File: src/design/bmhq_pkg.sv
`timescale 1ns / 1ps

package bmhq_pkg;

	localparam int HEAP_DEPTH = 256;
	localparam int ADDR_W     = $clog2(HEAP_DEPTH);
	localparam int CNT_W      = ADDR_W + 1;
	localparam int KID_W      = ADDR_W + 2;
	localparam int ENTRY_W    = 9;

	localparam logic FN_PUSH = 1'b0;
	localparam logic FN_POP  = 1'b1;

	localparam logic [1:0] ST_OK    = 2'd0;
	localparam logic [1:0] ST_FULL  = 2'd1;
	localparam logic [1:0] ST_EMPTY = 2'd2;

	typedef struct packed {
		logic               func;
		logic signed [31:0] value;
	} in_word_t;

	typedef struct packed {
		logic signed [31:0]  top_value;
		logic [ENTRY_W-1:0]  entry_count;
		logic                is_empty;
		logic [1:0]          status;
	} out_word_t;

	typedef enum logic [1:0] {
		RD_PARENT,
		RD_LEFT,
		RD_RIGHT,
		RD_LAST
	} rd_sel_t;

	typedef enum logic [1:0] {
		WR_NONE,
		WR_VAL,
		WR_PARENT,
		WR_CHILD
	} wr_sel_t;

	typedef struct packed {
		logic    accept;
		rd_sel_t rd_sel;
		wr_sel_t wr_sel;
		logic    pos_up;
		logic    pos_dn;
		logic    lat_left;
		logic    lat_val;
	} cmd_t;

	typedef struct packed {
		logic is_pop;
		logic full;
		logic empty;
		logic last_one;
		logic pos_root;
		logic up_swap;
		logic dn_leaf;
		logic dn_swap;
	} sts_t;

endpackage

File: src/design/bmhq_ctrl.sv
`timescale 1ns / 1ps

module bmhq_ctrl (
	input  logic           clk,
	input  logic           arst_n,
	input  logic           start,
	input  bmhq_pkg::sts_t sts,
	output bmhq_pkg::cmd_t cmd,
	output logic           busy,
	output logic           done
);

	typedef enum logic [2:0] {
		S_IDLE,
		S_UP_CHK,
		S_UP_CMP,
		S_DN_LAST,
		S_DN_CHK,
		S_DN_RDR,
		S_DN_PICK
	} state_t;

	state_t state_q;
	state_t state_d;
	logic   busy_q;
	logic   done_q;
	logic   fin;

	always_comb begin
		cmd     = '0;
		cmd.rd_sel = bmhq_pkg::RD_PARENT;
		cmd.wr_sel = bmhq_pkg::WR_NONE;
		state_d = state_q;
		fin     = 1'b0;
		case (state_q)
			S_IDLE: begin
				if (start) begin
					cmd.accept = 1'b1;
					if (!sts.is_pop && !sts.full) begin
						state_d = S_UP_CHK;
					end else if (sts.is_pop && !sts.empty && !sts.last_one) begin
						cmd.rd_sel = bmhq_pkg::RD_LAST;
						state_d    = S_DN_LAST;
					end else begin
						fin = 1'b1;
					end
				end
			end
			S_UP_CHK: begin
				if (sts.pos_root) begin
					cmd.wr_sel = bmhq_pkg::WR_VAL;
					state_d    = S_IDLE;
					fin        = 1'b1;
				end else begin
					cmd.rd_sel = bmhq_pkg::RD_PARENT;
					state_d    = S_UP_CMP;
				end
			end
			S_UP_CMP: begin
				if (sts.up_swap) begin
					cmd.wr_sel = bmhq_pkg::WR_PARENT;
					cmd.pos_up = 1'b1;
					state_d    = S_UP_CHK;
				end else begin
					cmd.wr_sel = bmhq_pkg::WR_VAL;
					state_d    = S_IDLE;
					fin        = 1'b1;
				end
			end
			S_DN_LAST: begin
				cmd.lat_val = 1'b1;
				state_d     = S_DN_CHK;
			end
			S_DN_CHK: begin
				if (sts.dn_leaf) begin
					cmd.wr_sel = bmhq_pkg::WR_VAL;
					state_d    = S_IDLE;
					fin        = 1'b1;
				end else begin
					cmd.rd_sel = bmhq_pkg::RD_LEFT;
					state_d    = S_DN_RDR;
				end
			end
			S_DN_RDR: begin
				cmd.rd_sel   = bmhq_pkg::RD_RIGHT;
				cmd.lat_left = 1'b1;
				state_d      = S_DN_PICK;
			end
			S_DN_PICK: begin
				if (sts.dn_swap) begin
					cmd.wr_sel = bmhq_pkg::WR_CHILD;
					cmd.pos_dn = 1'b1;
					state_d    = S_DN_CHK;
				end else begin
					cmd.wr_sel = bmhq_pkg::WR_VAL;
					state_d    = S_IDLE;
					fin        = 1'b1;
				end
			end
			default: begin
				state_d = S_IDLE;
			end
		endcase
	end

	always_ff @(posedge clk or negedge arst_n) begin
		if (!arst_n) begin
			state_q <= S_IDLE;
			busy_q  <= 1'b0;
			done_q  <= 1'b0;
		end else begin
			state_q <= state_d;
			busy_q  <= (state_d != S_IDLE);
			done_q  <= fin;
		end
	end

	assign busy = busy_q;
	assign done = done_q;

endmodule

File: config.mk
export PLATFORM = sky130hd
export DESIGN_NAME = bmhq_ctrl
export DESIGN_NICKNAME = d
export VERILOG_FILES = /design/src/design/bmhq_pkg.sv /design/src/design/bmhq_ctrl.sv
export SDC_FILE = /design/constraint.sdc
export NUM_CORES = 1
export LEC_CHECK = 0
export BUFFER_PORTS_ARGS = -buffer_cell sky130_fd_sc_hd__buf_4
export CAP_MARGIN = 5
export CORE_AREA = 5 5 42 44
export CTS_CLUSTER_DIAMETER = 60
export DETAILED_ROUTE_END_ITERATION = 8
export DIE_AREA = 0 0 47 49
export PLACE_DENSITY = 0.53
export RECOVER_POWER = 50
export REMOVE_ABC_BUFFERS = 1
export SYNTH_ARGS = -nofsm -noshare
export SYNTH_HDL_FRONTEND = slang
export SYNTH_SLANG_ARGS = --single-unit
File: constraint.sdc
create_clock -name clk -period 4 [get_ports clk]
set_input_delay 0.4 -clock clk [delete_from_list [all_inputs] [get_ports clk]]
set_output_delay 0.4 -clock clk [all_outputs]
set_load 0.01 [all_outputs]
==> results by group <==
Synthesis
  • Synth top area cells: dfrtp_1 34%, nor3b_1 6.1%, inv_1 5.1%
  • Syn_area_per_cell: 8.360 µm²
  • Yosys top cell area share: 0.3401
  • Yosys cell types: 27
  • Synth area leader: dfrtp_1
  • Prevailing post-synth register cell: dfrtp_1
  • Synth warn: 0
  • Post-Syn Area: 367.9 µm²
  • Seq/Total Area, Yosys: 0.3401
  • Post-synth EDFFs: 0
  • Syn Inst Count: 44
  • Async SR Flop Fraction: 1.000
  • Top cell types by occurrence after synthesis: 5 x dfrtp_1, 5 x inv_1, 3 x nand2_1, 3 x nor2_1, 3 x nor3b_1
  • Flops & latches, synth: 5

Worst setup path
  • RR Endpoint: done
  • Arrival time at the worst endpoint: 1.83 ns
  • Endpoint type of the worst setup path: output pin
  • Startpoint Class: flip-flop
  • Worst R2R Setup Slack: 2.37 ns
  • Setup CP Type: flip-flop to output pin
  • FF-to-FF path depth: 3
  • Worst reg2reg path startpoint: state_q[0]
  • Worst EP required: 3.60 ns
  • CP Max Fanout: 13

Cells and area
  • Share of cells above drive strength 1: 0.3134
  • Nets: 79
  • Post-layout util: 0.3955
  • Fill cell total of the finished layout: 160
  • Synthesis-to-finish area growth: 50.68%
  • Area of the multi-input gates: 211.5 µm²
  • FF+latch area: 125.1 µm²
  • Total inserted antenna cells: 0

STA
  • Period minus WS final: 2.232 ns
  • WHS: 0.5277 ns
  • Final Max Tran Viols: 0
  • Slew HR: 0.7016
  • Setup_tns: 0 ns
  • Final hold vios: 0
  • RSZ-0062 raised after global routing: no
  • Slew of the pin with the lowest slew margin: 0.4466 ns
  • Setup violators final: 0
  • Clock Skew: 0.005590 ns
  • Maximum clock rate: 0.4481 GHz
  • Final period utilization: 0.5579

Clock tree
  • Maximum buffer depth of the clock tree: 2
  • CTS buffer count: 3
  • Clock sinks: 5
  • CTS-repair resized insts: 0
  • CTS H-tree depth: 1
  • Clock root cell: clkbuf_4
  • TritonCTS clock tree: done
  • Clock latency on the worst-skew pair: 0.24 ns
  • Clk slew on worst S/H paths: 0.04 ns

Pwr
  • Part of the power in registers: 0.337
  • Sw Pwr: 0.0001360 W
  • Pwr dens: 583.6 nW/µm²
  • Maximum vdd drop: 206.7 µV
  • Comb pwr share: 0.488
  • Switch share: 0.4205
  • Leak: 0.2760 nW
  • Clock power frac: 0.175
  • Internal power: 0.0001874 W

Drt
  • Number of DRC markers in iteration 0: 5
  • Final WL: 1.040 mm
  • Vias: 429
  • Drt pass-1 iters: 2
  • DR vias/cell: 5.169
  • Final ANT Viol Nets: 0
  • DR WL/cell: 12.53 µm
  • DRC: 0

Worst hold path
  • Hold path depth: 3
  • Hold Crit Class: input port to flip-flop
  • WHS Endpoint: done
  • Hold_sp: sts[0]

Status
  • Status: complete, no violations

Floorplanning
  • Row count: 14
  • Ports: 22
  • Die width: 47 µm
  • Die Y-Extent: 49 µm
  • Initial Utilization: 0.2625
  • Die ar.: 2303 µm²
  • Core Area: 1401 µm²

Global routing
  • Largest net degree at the start of global routing: 14
  • First-pass GRT wire length: 1.787 mm
  • Antenna violations before repair: 0
  • Vias in the first global route: 447
  • Global Route Usage Sum: 0.1074
  • GRT overflow: 0

Place
  • Placed wire-length estimate: 798.5 µm
  • I/O Buffers: 21
  • Gpl congestion: 0.7786

Run
  • Max Cap Viol: 0
## kinds of logic (layout without fill, tap and decap cells)
group           Yosys count  in the layout  share of synthesized area
buf+inv                   8             31                    0.08503
xor+xnor                  1              1                    0.02381
compound gates           13             13                     0.2654
flops                     5              5                     0.3401
simple gates             17             17                     0.2857
## cells in the final DEF (no fill, tap or decap), drive strengths merged
master	count
and4b	1
nand3b	1
o21ai	2
nor2b	1
o2111ai	1
nand2b	1
nor3b	3
buf	17
o32a	1
nand2	3
nor3	1
or3	1
dlygate4sd3	1
clkbuf	8
a211oi	1
or4b	1
nor2	3
a32oi	1
o21bai	1
inv	5
nor4b	1
o211ai	2
a22o	1
a21oi	2
a31oi	1
dfrtp	5
xor2	1
## cell type report
cell class,count,share of cell area
clock buffer,4,0.04740
inverter,5,0.03386
tap,16,0.03612
timing repair buffer,22,0.2754
multi-input combinational,31,0.3815
sequential,5,0.2257
## power by group through the flow
stage          Combinational (W)  Clock (W)  Sequential, W
2_1_floorplan          0.0000915          0       0.000104
3_3_place_gp            0.000165          0       0.000109
3_5_place_dp            0.000165          0       0.000110
4_1_cts                 0.000168  0.0000582       0.000109
5_1_grt                 0.000175  0.0000617       0.000116
6_report                0.000158  0.0000566       0.000109
## layer usage
layer | global-route usage | share of wire | up-vias
met5 | 0 | 0 | -
met4 | 0.06912 | 0.030 | 0
met3 | 0.04059 | 0.070 | 4
met2 | 0.1561 | 0.48 | 20
met1 | 0.1267 | 0.42 | 197
li1 | - | - | 208
## worst max path at each step
| stage | from | cells past startpoint | endpoint | slack (ns) |
|---|---|---|---|---|
| 3_5_place_dp | state_q[0] | 5 | cmd[7] | 2.04 |
| 2_1_floorplan | state_q[0] | 4 | cmd[7] | 2.12 |
| 4_1_cts | state_q[0] | 5 | cmd[7] | 1.77 |
| 5_1_grt | state_q[0] | 5 | cmd[7] | 1.61 |
| 6_report | state_q[0] | 5 | cmd[7] | 1.77 |
| 3_3_place_gp | state_q[0] | 5 | cmd[7] | 2.05 |
## sequential cells by signal (all words and copies together) (netlist names)
signal	count
done	1
state_q	3
busy	1
## critical path: stages (launching register included)
cell     delay, ns
dfrtp_1       0.50
or4b_1        0.59
inv_1         0.15
nand2_1       0.06
a21oi_1       0.15
buf_4         0.14
## repair_timing
action                    in CTS  in global routing
hold endpoints to repair       5                  0
buffers inserted               0                  0
hold buffers                   1                  0
## stage by stage
step                cells  setup WS (ns)  power (W)  cell area (µm²)
global placement       78          2.052  0.0002745            533.0
CTS                    83          1.770  0.0003354            569.3
finish                 83          1.768  0.0003235            554.3
detailed placement     78          2.041  0.0002751            533.0
global route           83          1.613  0.0003524            554.3
floorplan              41          2.120  0.0001955            355.3
(Power assumes the default switching activity.)
